**config.mk**
```make
export PLATFORM = sky130hd
export DESIGN_NAME = gregorian_date_add_days
export DESIGN_NICKNAME = d
export VERILOG_FILES = /design/src/rtl/core/gdad_pkg.sv /design/src/rtl/core/gdad_front.sv /design/src/rtl/core/gdad_queue.sv /design/src/rtl/core/gdad_back.sv /design/src/rtl/core/gregorian_date_add_days.sv
export VERILOG_INCLUDE_DIRS = /design/src /design/src/rtl/core
export SDC_FILE = /design/constraint.sdc
export NUM_CORES = 1
export LEC_CHECK = 0
export ABC_AREA = 0
export BUFFER_PORTS_ARGS = -buffer_cell sky130_fd_sc_hd__buf_2
export CELL_PAD_IN_SITES_DETAIL_PLACEMENT = 1
export CELL_PAD_IN_SITES_GLOBAL_PLACEMENT = 1
export CORE_ASPECT_RATIO = 0.7
export CORE_UTILIZATION = 56
export CTS_CLUSTER_SIZE = 12
export DETAILED_ROUTE_END_ITERATION = 8
export PLACE_DENSITY = 0.95
export SYNTH_ARGS = -nofsm -noshare
export SYNTH_HDL_FRONTEND = slang
export SYNTH_SLANG_ARGS = --single-unit
```
**constraint.sdc**
```tcl
create_clock -name clk -period 11 [get_ports clk]
set_input_delay 1.1 -clock clk [delete_from_list [all_inputs] [get_ports clk]]
set_output_delay 1.1 -clock clk [all_outputs]
set_load 0.05 [all_outputs]
```
**src/rtl/core/gregorian_date_add_days_assert.svh**
```systemverilog
// Assertion macros shared by the date adder modules.
`ifndef GREGORIAN_DATE_ADD_DAYS_ASSERT_SVH
`define GREGORIAN_DATE_ADD_DAYS_ASSERT_SVH

// Same-cycle implication, disabled while in reset
`define GDAD_ASSERT_IMP(label, clk, rst, ante, cons, msg) \
  label: assert property (@(posedge clk) disable iff (rst) (ante) |-> (cons)) \
    else $error(msg);

// Next-cycle implication, disabled while in reset
`define GDAD_ASSERT_NEXT(label, clk, rst, ante, cons, msg) \
  label: assert property (@(posedge clk) disable iff (rst) (ante) |=> (cons)) \
    else $error(msg);

`endif

```
**src/rtl/core/gdad_pkg.sv**
```systemverilog
`timescale 1ns / 1ps

package gdad_pkg;

  // Gregorian cycle lengths
  localparam int unsigned LEAP_CYCLE = 400;
  localparam int unsigned CENTURY    = 100;

  // Year residue modulo the 400-year cycle
  localparam int unsigned R400_W = 9;
  typedef logic [R400_W-1:0] r400_t;

  // Reciprocal of 400 for years below 2^20:
  // floor(y / 400) = (y * R400_RECIP) >> R400_SHIFT
  localparam int unsigned R400_RECIP   = 1342178;
  localparam int unsigned R400_RECIP_W = 21;
  localparam int unsigned R400_SHIFT   = 29;

  typedef logic [3:0] month_t;
  typedef logic [4:0] mday_t;

  localparam month_t MON_JAN = 4'd1;
  localparam month_t MON_FEB = 4'd2;
  localparam month_t MON_APR = 4'd4;
  localparam month_t MON_JUN = 4'd6;
  localparam month_t MON_SEP = 4'd9;
  localparam month_t MON_NOV = 4'd11;
  localparam month_t MON_DEC = 4'd12;

  localparam mday_t LEN_LONG     = 5'd31;
  localparam mday_t LEN_SHORT    = 5'd30;
  localparam mday_t LEN_FEB_LEAP = 5'd29;
  localparam mday_t LEN_FEB      = 5'd28;

  localparam int unsigned QUEUE_DEPTH = 2;

  // Queue status seen by the front and back ends
  typedef struct packed {
    logic full;
    logic empty;
  } q_status_t;

  // Leap year from the residue modulo 400
  function automatic logic is_leap(r400_t r);
    return (r[1:0] == 2'b00) && (r != r400_t'(CENTURY)) &&
           (r != r400_t'(2 * CENTURY)) && (r != r400_t'(3 * CENTURY));
  endfunction

  // Month length; codes outside 1..12 read as 31 and are screened elsewhere
  function automatic mday_t month_len(month_t m, logic leap);
    mday_t len;
    unique case (m) inside
      MON_FEB:                            len = leap ? LEN_FEB_LEAP : LEN_FEB;
      MON_APR, MON_JUN, MON_SEP, MON_NOV: len = LEN_SHORT;
      default:                            len = LEN_LONG;
    endcase
    return len;
  endfunction

endpackage

```
**src/rtl/core/gdad_front.sv**
```systemverilog
`timescale 1ns / 1ps

module gdad_front import gdad_pkg::*; #(
  parameter int DAY_COUNT_WIDTH = 16,
  parameter int YEAR_WIDTH      = 14
) (
  input  logic                                   clk,
  input  logic                                   rst,
  input  logic                                   start,
  output logic                                   busy,
  input  logic [4:0]                             start_day,
  input  logic [3:0]                             start_month,
  input  logic [YEAR_WIDTH-1:0]                  start_year,
  input  logic [DAY_COUNT_WIDTH-1:0]             add_days,
  input  q_status_t                              q_stat,
  output logic                                   push,
  output logic [DAY_COUNT_WIDTH+YEAR_WIDTH+14:0] push_data
);

  localparam int SUM_W  = DAY_COUNT_WIDTH + 1;
  localparam int PROD_W = YEAR_WIDTH + R400_RECIP_W;

  typedef enum logic [1:0] {S_IDLE, S_QUOT, S_REM, S_PUSH} state_t;

  state_t                     state;
  logic [4:0]                 day;
  month_t                     month;
  logic [YEAR_WIDTH-1:0]      year;
  logic [DAY_COUNT_WIDTH-1:0] count;
  logic [YEAR_WIDTH-1:0]      quot;
  r400_t                      rem;

  logic                  leap;
  mday_t                 mlen;
  logic                  date_ok;
  logic [SUM_W-1:0]      day_sum;
  logic [PROD_W-1:0]     prod;
  logic [YEAR_WIDTH-1:0] quot_x400;

  // Year modulo 400: reciprocal multiply for the quotient, then subtract
  always_comb begin
    prod      = PROD_W'(year) * PROD_W'(R400_RECIP);
    quot_x400 = quot * YEAR_WIDTH'(LEAP_CYCLE);
  end

  // Date check on the reduced year
  always_comb begin
    leap    = is_leap(rem);
    mlen    = month_len(month, leap);
    date_ok = (year != '0) && (month >= MON_JAN) && (month <= MON_DEC) &&
              (day != 5'd0) && (day <= mlen);
    day_sum = SUM_W'(day) + SUM_W'(count);
  end

  assign busy      = (state != S_IDLE);
  assign push      = (state == S_PUSH) && !q_stat.full;
  assign push_data = {date_ok, day_sum, month, year, rem};

  // Accept, reduce year modulo 400, hand word to the queue
  always_ff @(posedge clk) begin
    if (rst) begin
      state <= S_IDLE;
    end else begin
      unique case (state)
        S_IDLE: begin
          if (start) begin
            day   <= start_day;
            month <= start_month;
            year  <= start_year;
            count <= add_days;
            state <= S_QUOT;
          end
        end
        S_QUOT: begin
          quot  <= YEAR_WIDTH'(prod >> R400_SHIFT);
          state <= S_REM;
        end
        S_REM: begin
          rem   <= r400_t'(year - quot_x400);
          state <= S_PUSH;
        end
        S_PUSH: begin
          if (!q_stat.full) begin
            state <= S_IDLE;
          end
        end
        default: state <= S_IDLE;
      endcase
    end
  end

endmodule

```
**src/rtl/core/gdad_queue.sv**
```systemverilog
`timescale 1ns / 1ps
`include "gregorian_date_add_days_assert.svh"

module gdad_queue import gdad_pkg::*; #(
  parameter int WIDTH = 45
) (
  input  logic             clk,
  input  logic             rst,
  input  logic             push,
  input  logic [WIDTH-1:0] push_data,
  input  logic             pop,
  output logic [WIDTH-1:0] pop_data,
  output q_status_t        q_stat
);

  localparam int PTR_W = $clog2(QUEUE_DEPTH);
  localparam int CNT_W = $clog2(QUEUE_DEPTH + 1);

  logic [WIDTH-1:0] mem [QUEUE_DEPTH];
  logic [PTR_W-1:0] wr_ptr;
  logic [PTR_W-1:0] rd_ptr;
  logic [CNT_W-1:0] fill;

  assign pop_data     = mem[rd_ptr];
  assign q_stat.full  = (fill == CNT_W'(QUEUE_DEPTH));
  assign q_stat.empty = (fill == '0);

  // Storage
  always_ff @(posedge clk) begin
    if (push) begin
      mem[wr_ptr] <= push_data;
    end
  end

  // Pointers and fill level
  always_ff @(posedge clk) begin
    if (rst) begin
      wr_ptr <= '0;
      rd_ptr <= '0;
      fill   <= '0;
    end else begin
      if (push) begin
        wr_ptr <= (wr_ptr == PTR_W'(QUEUE_DEPTH - 1)) ? '0 : wr_ptr + 1'b1;
      end
      if (pop) begin
        rd_ptr <= (rd_ptr == PTR_W'(QUEUE_DEPTH - 1)) ? '0 : rd_ptr + 1'b1;
      end
      if (push && !pop) begin
        fill <= fill + 1'b1;
      end else if (pop && !push) begin
        fill <= fill - 1'b1;
      end
    end
  end

  `GDAD_ASSERT_IMP(a_no_overflow, clk, rst, push, !q_stat.full, "push into full queue")
  `GDAD_ASSERT_IMP(a_no_underflow, clk, rst, pop, !q_stat.empty, "pop from empty queue")
  `GDAD_ASSERT_IMP(a_fill_bound, clk, rst, 1'b1, fill <= CNT_W'(QUEUE_DEPTH), "fill too high")

endmodule

```
**src/rtl/core/gdad_back.sv**
```systemverilog
`timescale 1ns / 1ps
`include "gregorian_date_add_days_assert.svh"

module gdad_back import gdad_pkg::*; #(
  parameter int DAY_COUNT_WIDTH = 16,
  parameter int YEAR_WIDTH      = 14
) (
  input  logic                                   clk,
  input  logic                                   rst,
  input  q_status_t                              q_stat,
  output logic                                   pop,
  input  logic [DAY_COUNT_WIDTH+YEAR_WIDTH+14:0] pop_data,
  output logic                                   done,
  output logic                                   date_valid,
  output logic [4:0]                             new_day,
  output logic [3:0]                             new_month,
  output logic [YEAR_WIDTH-1:0]                  new_year,
  output logic                                   year_overflow
);

  localparam int SUM_W = DAY_COUNT_WIDTH + 1;
  localparam logic [YEAR_WIDTH-1:0] YEAR_MAX = {YEAR_WIDTH{1'b1}};

  typedef enum logic {B_IDLE, B_RUN} state_t;

  state_t                state;
  logic                  vld;
  logic [SUM_W-1:0]      d;
  month_t                m;
  logic [YEAR_WIDTH-1:0] y;
  r400_t                 r;

  logic                  in_vld;
  logic [SUM_W-1:0]      in_d;
  month_t                in_m;
  logic [YEAR_WIDTH-1:0] in_y;
  r400_t                 in_r;
  mday_t                 len;
  logic                  roll;

  assign {in_vld, in_d, in_m, in_y, in_r} = pop_data;
  assign pop  = (state == B_IDLE) && !q_stat.empty;
  assign len  = month_len(m, is_leap(r));
  assign roll = (d > SUM_W'(len));

  // One month rollover per cycle
  always_ff @(posedge clk) begin
    if (rst) begin
      state <= B_IDLE;
      done  <= 1'b0;
    end else begin
      done <= 1'b0;
      unique case (state)
        B_IDLE: begin
          if (!q_stat.empty) begin
            vld   <= in_vld;
            d     <= in_d;
            m     <= in_m;
            y     <= in_y;
            r     <= in_r;
            state <= B_RUN;
          end
        end
        B_RUN: begin
          if (!vld) begin
            done          <= 1'b1;
            date_valid    <= 1'b0;
            new_day       <= '0;
            new_month     <= '0;
            new_year      <= '0;
            year_overflow <= 1'b0;
            state         <= B_IDLE;
          end else if (roll) begin
            d <= d - SUM_W'(len);
            if (m == MON_DEC) begin
              if (y == YEAR_MAX) begin
                // past the last year: saturate to its final day
                done          <= 1'b1;
                date_valid    <= 1'b1;
                new_day       <= LEN_LONG;
                new_month     <= MON_DEC;
                new_year      <= YEAR_MAX;
                year_overflow <= 1'b1;
                state         <= B_IDLE;
              end else begin
                m <= MON_JAN;
                y <= y + 1'b1;
                r <= (r == r400_t'(LEAP_CYCLE - 1)) ? '0 : r + 1'b1;
              end
            end else begin
              m <= m + 1'b1;
            end
          end else begin
            done          <= 1'b1;
            date_valid    <= 1'b1;
            new_day       <= d[4:0];
            new_month     <= m;
            new_year      <= y;
            year_overflow <= 1'b0;
            state         <= B_IDLE;
          end
        end
        default: state <= B_IDLE;
      endcase
    end
  end

  `GDAD_ASSERT_NEXT(a_done_pulse, clk, rst, done, !done, "result strobe longer than a cycle")
  `GDAD_ASSERT_IMP(a_month_range, clk, rst, (state == B_RUN) && vld, (m >= MON_JAN) && (m <= MON_DEC), "month out of range")

endmodule

```
**src/rtl/core/gregorian_date_add_days.sv**
```systemverilog
`timescale 1ns / 1ps
// Gregorian date adder: adds a day count to a day/month/year date.
// Input: drive start_day, start_month, start_year and add_days with start
// high; the word is taken at a rising edge where start is high and busy low.
// Output: done is high for exactly one cycle with date_valid, new_day,
// new_month, new_year and year_overflow; the receiver cannot stall it.
// An invalid start date gives date_valid low and all other fields zero.
// Passing the end of the last year saturates to 31 December of that year
// with year_overflow set.
// From accept to result: the front end's S_QUOT, S_REM and S_PUSH states,
//   the queue, then the back end's B_IDLE load, one B_RUN step per month
//   rollover (none for an invalid date) and a last B_RUN step that writes
//   the result; a year overflow writes it on its last rollover step instead.
// The front end reduces the year modulo 400 in S_QUOT and S_REM, then hands
// the word to a two-word queue in S_PUSH, stalling there while the queue is
// full; it takes no new word until that push is done. The back end rolls one
// month per cycle and loads each word from the queue in B_IDLE.
// Reset (rst, synchronous) empties the queue and idles both ends.

module gregorian_date_add_days import gdad_pkg::*; #(
  parameter int DAY_COUNT_WIDTH = 16,
  parameter int YEAR_WIDTH      = 14
) (
  input  logic                       clk,
  input  logic                       rst,
  input  logic                       start,
  output logic                       busy,
  input  logic [4:0]                 start_day,
  input  logic [3:0]                 start_month,
  input  logic [YEAR_WIDTH-1:0]      start_year,
  input  logic [DAY_COUNT_WIDTH-1:0] add_days,
  output logic                       done,
  output logic                       date_valid,
  output logic [4:0]                 new_day,
  output logic [3:0]                 new_month,
  output logic [YEAR_WIDTH-1:0]      new_year,
  output logic                       year_overflow
);

  localparam int ITEM_W = DAY_COUNT_WIDTH + YEAR_WIDTH + 15;

  q_status_t         q_stat;
  logic              push;
  logic              pop;
  logic [ITEM_W-1:0] push_data;
  logic [ITEM_W-1:0] pop_data;

  gdad_front #(
    .DAY_COUNT_WIDTH (DAY_COUNT_WIDTH),
    .YEAR_WIDTH      (YEAR_WIDTH)
  ) u_front (
    .clk         (clk),
    .rst         (rst),
    .start       (start),
    .busy        (busy),
    .start_day   (start_day),
    .start_month (start_month),
    .start_year  (start_year),
    .add_days    (add_days),
    .q_stat      (q_stat),
    .push        (push),
    .push_data   (push_data)
  );

  gdad_queue #(
    .WIDTH (ITEM_W)
  ) u_queue (
    .clk       (clk),
    .rst       (rst),
    .push      (push),
    .push_data (push_data),
    .pop       (pop),
    .pop_data  (pop_data),
    .q_stat    (q_stat)
  );

  gdad_back #(
    .DAY_COUNT_WIDTH (DAY_COUNT_WIDTH),
    .YEAR_WIDTH      (YEAR_WIDTH)
  ) u_back (
    .clk           (clk),
    .rst           (rst),
    .q_stat        (q_stat),
    .pop           (pop),
    .pop_data      (pop_data),
    .done          (done),
    .date_valid    (date_valid),
    .new_day       (new_day),
    .new_month     (new_month),
    .new_year      (new_year),
    .year_overflow (year_overflow)
  );

endmodule

```
==> flow_summary.yaml, run 1 <==
floorplanning:
  die-area_mm2: 0.02550
  ioPinCount: 69
  core_area_mm2: 0.02399
  fp-row-count: 47
  die_width_um: 190.4
  initial_core_util_pct: 58.02
  die_y_um: 133.9
yosys:
  synth_edf_count: 213
  syn_area_mm2: 0.01392
  seq_area_frac_synth_pct: 47.24
  synth-seq-cells: 222
  netlist_instances: 1111
  synth.avg_cell_area_um2: 12.53
  synthArstFlopShare_pct: 0
  yosys_most_used_dff: "edfxtp_1"
  yosysWarnings: 0
  synth.net_count: 1394
  synth_cell_types: 59
timing:
  fmaxAchievable_ghz: 0.1628
  hold_viol_final: 0
  slew-limit-headroom_pct: 20.95
  finalCritPeriodShare_pct: 55.85
  fin_skew_ns: 0.02510
  rsz0062_at_grt: "false"
  layout_setup_ws_ns: 4.857
  tns_ns: 0
  slew_violations: 0
  worstMarginPinSlew_ns: 1.186
  setup_viol: 0
  period_needed_ns: 6.143
setup_path:
  critPathKind: "reg -> reg"
  required_ns: 11.27
  cp.arrival_ns: 6.41
  worst-r2r-cell-count: 18
  start_kind: "register"
  cp_max_fo: 11
  worstSetupEndpointType: "register"
  rrSetupSlack_ns: 4.86
clock_tree:
  cts_tree: "yes"
  cts.repair.resized: 0
  htree_levels: 1
  clock_sinks: 222
  clk_path_buf_depth: 3
  clkTransAtPathRegs_ns: 0.08
  clk-insertion-delay-late_ns: 0.54
  cts_made_buffers: 24
  clockRootBuffer: "clkbuf_16"
  post_cts_buffers: 0
  cts_hold_buffers: 0
drt:
  wl_per_cell_um: 26.54
  totalWireLength_um: 40400
  ant_nets: 0
  vias: 9415
  drc: 0
  drtPass1Iterations: 6
  drt_iter0_drc: 949
  via_per_inst: 6.186
finish:
  fin_nets: 1474
  antenna_cells: 0
  area_growth_pct: 10.42
  drive_gt1_share_pct: 9.884
  fill_cells: 2401
placement:
  place_ws_ns: 4.921
  globalplace.congestion: 0.9609
  numPortBuffers: 68
  dpl.hpwl_um: 29430
hold_path:
  min_path_type: "reg -> reg"
  min_path_cells: 2
flow_run:
  drv_cap: 0
outcome:
  status: "finished, final reports clean"
grt:
  grt_overflow: 0
  antenna_found_initial: 1
  grt_pass1_vias: 10185
  grt_pass1_wl_um: 62310
  track_usage_pct: 33.26
  grt_max_degree: 86
routing by layer:
metal	up-vias	share of wire (%)	global-route usage (%)
met5	-	0.022	0
met4	2	4.2	12.53
met3	112	8.8	6.332
met2	523	47	54.51
met1	4729	40	44.18
li1	4049	-	-
cell usage after synthesis, drive strengths merged, types with 4 or more instances:
master	number	area (µm²)
nor2b	18	112.6
mux2i	36	360.4
and3	12	75.07
o21ai	46	230.2
clkbuf	13	48.80
a21o	5	37.54
edfxtp	213	6396
o22ai	7	43.79
nand3	23	115.1
inv	170	638.1
a211oi	10	75.07
a21oi	34	181.4
nor2	37	138.9
nand2	54	202.7
nor3	12	60.06
a31oi	7	43.79
ha	155	1939
xnor2	45	394.1
dfxtp	9	180.2
nor4b	4	41.29
xor2	22	192.7
buf	8	37.54
nand4	12	75.07
fa	86	1722
o21a	24	180.2
logic make-up (layout without fill, tap and decap cells):
| group | after synthesis | count (layout) | share of synthesized area [%] |
|---|---|---|---|
| adders and majority gates | 241 | 241 | 26.30 |
| DFF | 222 | 222 | 47.24 |
| and+or+nand+nor | 196 | 196 | 7.271 |
| buffers and inverters | 191 | 284 | 5.204 |
| AOI/OAI and AO/OA | 157 | 157 | 7.101 |
| xor gates and xnor gates | 67 | 67 | 4.215 |
| muxes | 37 | 37 | 2.669 |
worst max-delay path, cell delays in order, from the launching register on:
cell	delay (ns)
edfxtp_1	0.70
inv_1	0.17
ha_1	0.34
inv_1	0.08
fa_1	0.54
inv_1	0.07
fa_1	0.48
inv_1	0.06
fa_1	0.53
inv_1	0.07
fa_1	0.57
fa_1	0.42
ha_1	0.33
nand4_1	0.17
nor2_1	0.21
nand2_1	0.10
o311ai_0	0.66
a31oi_1	0.21
xnor2_1	0.17
final timing paths:
kind | from | endpoint
hold reg to reg | u_queue.rd_ptr | u_queue.rd_ptr
setup / recovery | u_front.year[6] | u_front.quot[4]
hold / removal | u_queue.rd_ptr | u_queue.rd_ptr
setup reg to reg | u_front.year[6] | u_front.quot[4]
final cells by class:
class | instances | area, µm² | share of cell area [%]
tap | 318 | 397.9 | 2.589
multi-input combinational | 698 | 6638 | 43.18
sequential | 222 | 6579 | 42.80
clock inverter | 6 | 60.06 | 0.3907
inverter | 170 | 638.1 | 4.151
clock buffer | 33 | 665.6 | 4.330
timing repair buffer | 75 | 392.9 | 2.556
through the flow:
| step | cells | utilization, % | cell area [µm²] | hold WS (ns) |
|---|---|---|---|---|
| 6_report | 1522 | 64.06 | 15370 | 0.5110 |
| 5_1_grt | 1522 | 64.06 | 15370 | 0.5191 |
| 4_1_cts | 1522 | 64.06 | 15370 | 0.5032 |
| 3_5_place_dp | 1483 | 61.04 | 14650 | 0.4684 |
| 3_3_place_gp | 1483 | 61.04 | 14650 | 0.4601 |
| 2_1_floorplan | 1111 | - | 13920 | 0.4394 |
registers in the layout, indices dropped and copies added, names as in the netlist, 2 cells and up, named ones only:
signal            count
u_front.count        16
u_front.quot          5
u_queue.mem          90
u_front.state         2
u_back.r              9
u_front.month         4
u_front.year         14
u_front.day           5
u_back.m              4
u_back.d             17
u_back.new_day        5
u_back.new_month      4
u_back.y             14
u_front.rem           9
u_back.new_year      14
u_queue.fill          2
cells in the final DEF, fill, tap and decap left out, types with 10 or more instances in the layout:
| master | n |
|---|---|
| nor2_1 | 36 |
| nor3_1 | 12 |
| ha_1 | 155 |
| xnor2_1 | 45 |
| a211oi_1 | 10 |
| inv_1 | 170 |
| o21ai_0 | 45 |
| buf_2 | 68 |
| xor2_1 | 22 |
| nand4_1 | 12 |
| o21a_1 | 24 |
| nand2_1 | 54 |
| fa_1 | 86 |
| a21oi_1 | 33 |
| and3_1 | 11 |
| edfxtp_1 | 213 |
| clkbuf_16 | 25 |
| mux2i_1 | 36 |
| nand3_1 | 23 |
| nor2b_1 | 18 |
Power of run 1 is not shown: default switching activity piles up to over one toggle a cycle in this logic, so the estimate is an artifact.
==> run 2, diff against run 1 <==
Settings changed: CORE_UTILIZATION 56 to 47, PLACE_DENSITY 0.95 to 0.9.
Clock period 11 ns to 5.1 ns, I/O delays scaled along.
==> flow_summary.yaml, run 2 (synthesis results as in run 1) <==
finish:
  regMostFlops: "u_queue.mem"
  layout_common_cells: "edfxtp_1, inv_1, ha_1, buf_4, fa_1"
  area_growth_pct: 18.19
  final_cells: 1663
  ff_latch_area_mm2: 0.006579
  drive_gt1_share_pct: 19.70
  fill_cells: 2948
  multi_input_area_mm2: 0.007008
  final_common_cell: "edfxtp_1"
  fin_nets: 1554
  largest_register_ffs: 90
  largestRegisters: "u_queue.mem x90, u_back.d x17, u_front.count x16"
placement:
  dpl.hpwl_um: 29060
  globalplace.congestion: 0.9169
  dpl.cell_count: 1609
  numPortBuffers: 68
timing:
  fin_skew_ns: 0.01223
  worstMarginPinSlew_ns: 1.051
  slew_violations: 0
  rsz0062_at_grt: "true"
  period_needed_ns: 5.394
  setup_viol: 5
  hold_viol_final: 0
  finalCritPeriodShare_pct: 105.8
  layout_setup_ws_ns: -0.2938
  fmaxAchievable_ghz: 0.1854
  slew-limit-headroom_pct: 29.34
hold_path:
  min_path_type: "in -> reg"
  min_path_cells: 1
  hold_path_end: "u_front.year[2]"
  min_from: "start_year[2]"
grt:
  grt_overflow: 0
  antenna_found_initial: 2
  grt_pass1_vias: 10250
  track_usage_pct: 26.21
  grt_max_degree: 74
  grt_pass1_wl_um: 60270
clock_tree:
  htree_levels: 1
  clock_sinks: 222
  cts_hold_buffers: 0
  clk_path_buf_depth: 3
  cts_tree: "yes"
  clkTransAtPathRegs_ns: 0.07
  clk-insertion-delay-late_ns: 0.53
  clockRootBuffer: "clkbuf_16"
  cts_made_buffers: 24
setup_path:
  rr_startpoint: "u_front.year[11]"
  cp_max_fo: 3
  worst-r2r-cell-count: 17
  rrSetupSlack_ns: -0.29
  cp.arrival_ns: 5.66
  start_kind: "register"
  critPathKind: "reg -> reg"
  r2r-end: "u_front.quot[1]"
  required_ns: 5.37
  worstSetupEndpointType: "register"
drt:
  drtPass1Iterations: 5
  totalWireLength_um: 40630
  vias: 9515
  drt_iter0_drc: 740
  via_per_inst: 5.722
  wl_per_cell_um: 24.43
  drc: 0
  ant_nets: 0
floorplanning:
  initial_core_util_pct: 47.97
  die_y_um: 146.0
  ioPinCount: 69
  die_width_um: 207.7
  die-area_mm2: 0.03032
  fp-row-count: 52
  core_area_mm2: 0.02902
flow_run:
  drv_cap: 0
outcome:
  status: "complete, but fails checks"
  violations: "setup timing"
-- run 2: repair_timing --
item | in CTS | in global routing
resized for setup | 23 | 50
endpoints found under the setup margin | 5 | 5
pin swaps | 16 | 33
hold endpoints to repair | 0 | 0
setup buffers | 7 | 8
-- run 2: worst max-delay path, cell delays in order (launching register included) --
cell and delay (ns):
edfxtp_1 0.47, fa_1 0.61, inv_2 0.05, fa_1 0.51, inv_2 0.05, fa_1 0.50
fa_1 0.43, fa_1 0.51, fa_2 0.48, ha_4 0.31, nand4_1 0.18, buf_4 0.21
nor3_4 0.19, a22oi_2 0.09, o311ai_4 0.10, buf_6 0.17, a31oi_4 0.10, xnor2_1 0.16
-- run 2: worst max-delay path by stage --
stage / startpoint / endpoint / slack [ns] / cells after the start
global route: u_front.year[12] / u_front.quot[1] / -0.45 / 17
detailed placement: u_front.year[6] / u_front.quot[4] / -0.32 / 18
finish: u_front.year[11] / u_front.quot[1] / -0.29 / 17
global placement: u_front.year[6] / u_front.quot[4] / -0.14 / 15
floorplan: u_front.year[12] / u_front.quot[2] / -0.05 / 15
CTS: u_front.year[11] / u_front.quot[4] / -0.27 / 17
-- run 2: area by class of cell --
| cell class | count | share of cell area [%] |
|---|---|---|
| antenna | 1 | 0.01521 |
| clock buffer | 33 | 3.985 |
| clock inverter | 6 | 0.4943 |
| inverter | 170 | 3.878 |
| multi-input combinational | 698 | 42.59 |
| sequential | 222 | 39.98 |
| tap | 378 | 2.875 |
| timing repair buffer | 155 | 6.175 |
-- run 2: per-stage QoR --
stage | instance area (µm²) | utilization [%] | worst slack [ns] | hold slack (ns) | TNS, ns
floorplan | 13930 | - | -0.05420 | 0.4394 | -0.05420
global placement | 15230 | 52.49 | -0.1400 | 0.4564 | -0.4969
detailed placement | 15230 | 52.49 | -0.3212 | 0.4955 | -1.400
CTS | 16140 | 55.62 | -0.2679 | 0.1448 | -1.057
global route | 16450 | 56.69 | -0.4528 | 0.1516 | -1.971
finish | 16450 | 56.70 | -0.2938 | 0.1598 | -1.139
-- run 2: metal layers --
metal / global-route usage (%) / up-vias / wire length (µm)
li1: - / 4205 / -
met4: 6.593 / 2 / 1192
met2: 42.63 / 366 / 19550
met3: 6.647 / 81 / 3050
met1: 35.22 / 4861 / 16830
met5: 0 / - / 8
Power of run 2 is left out for the same reason.
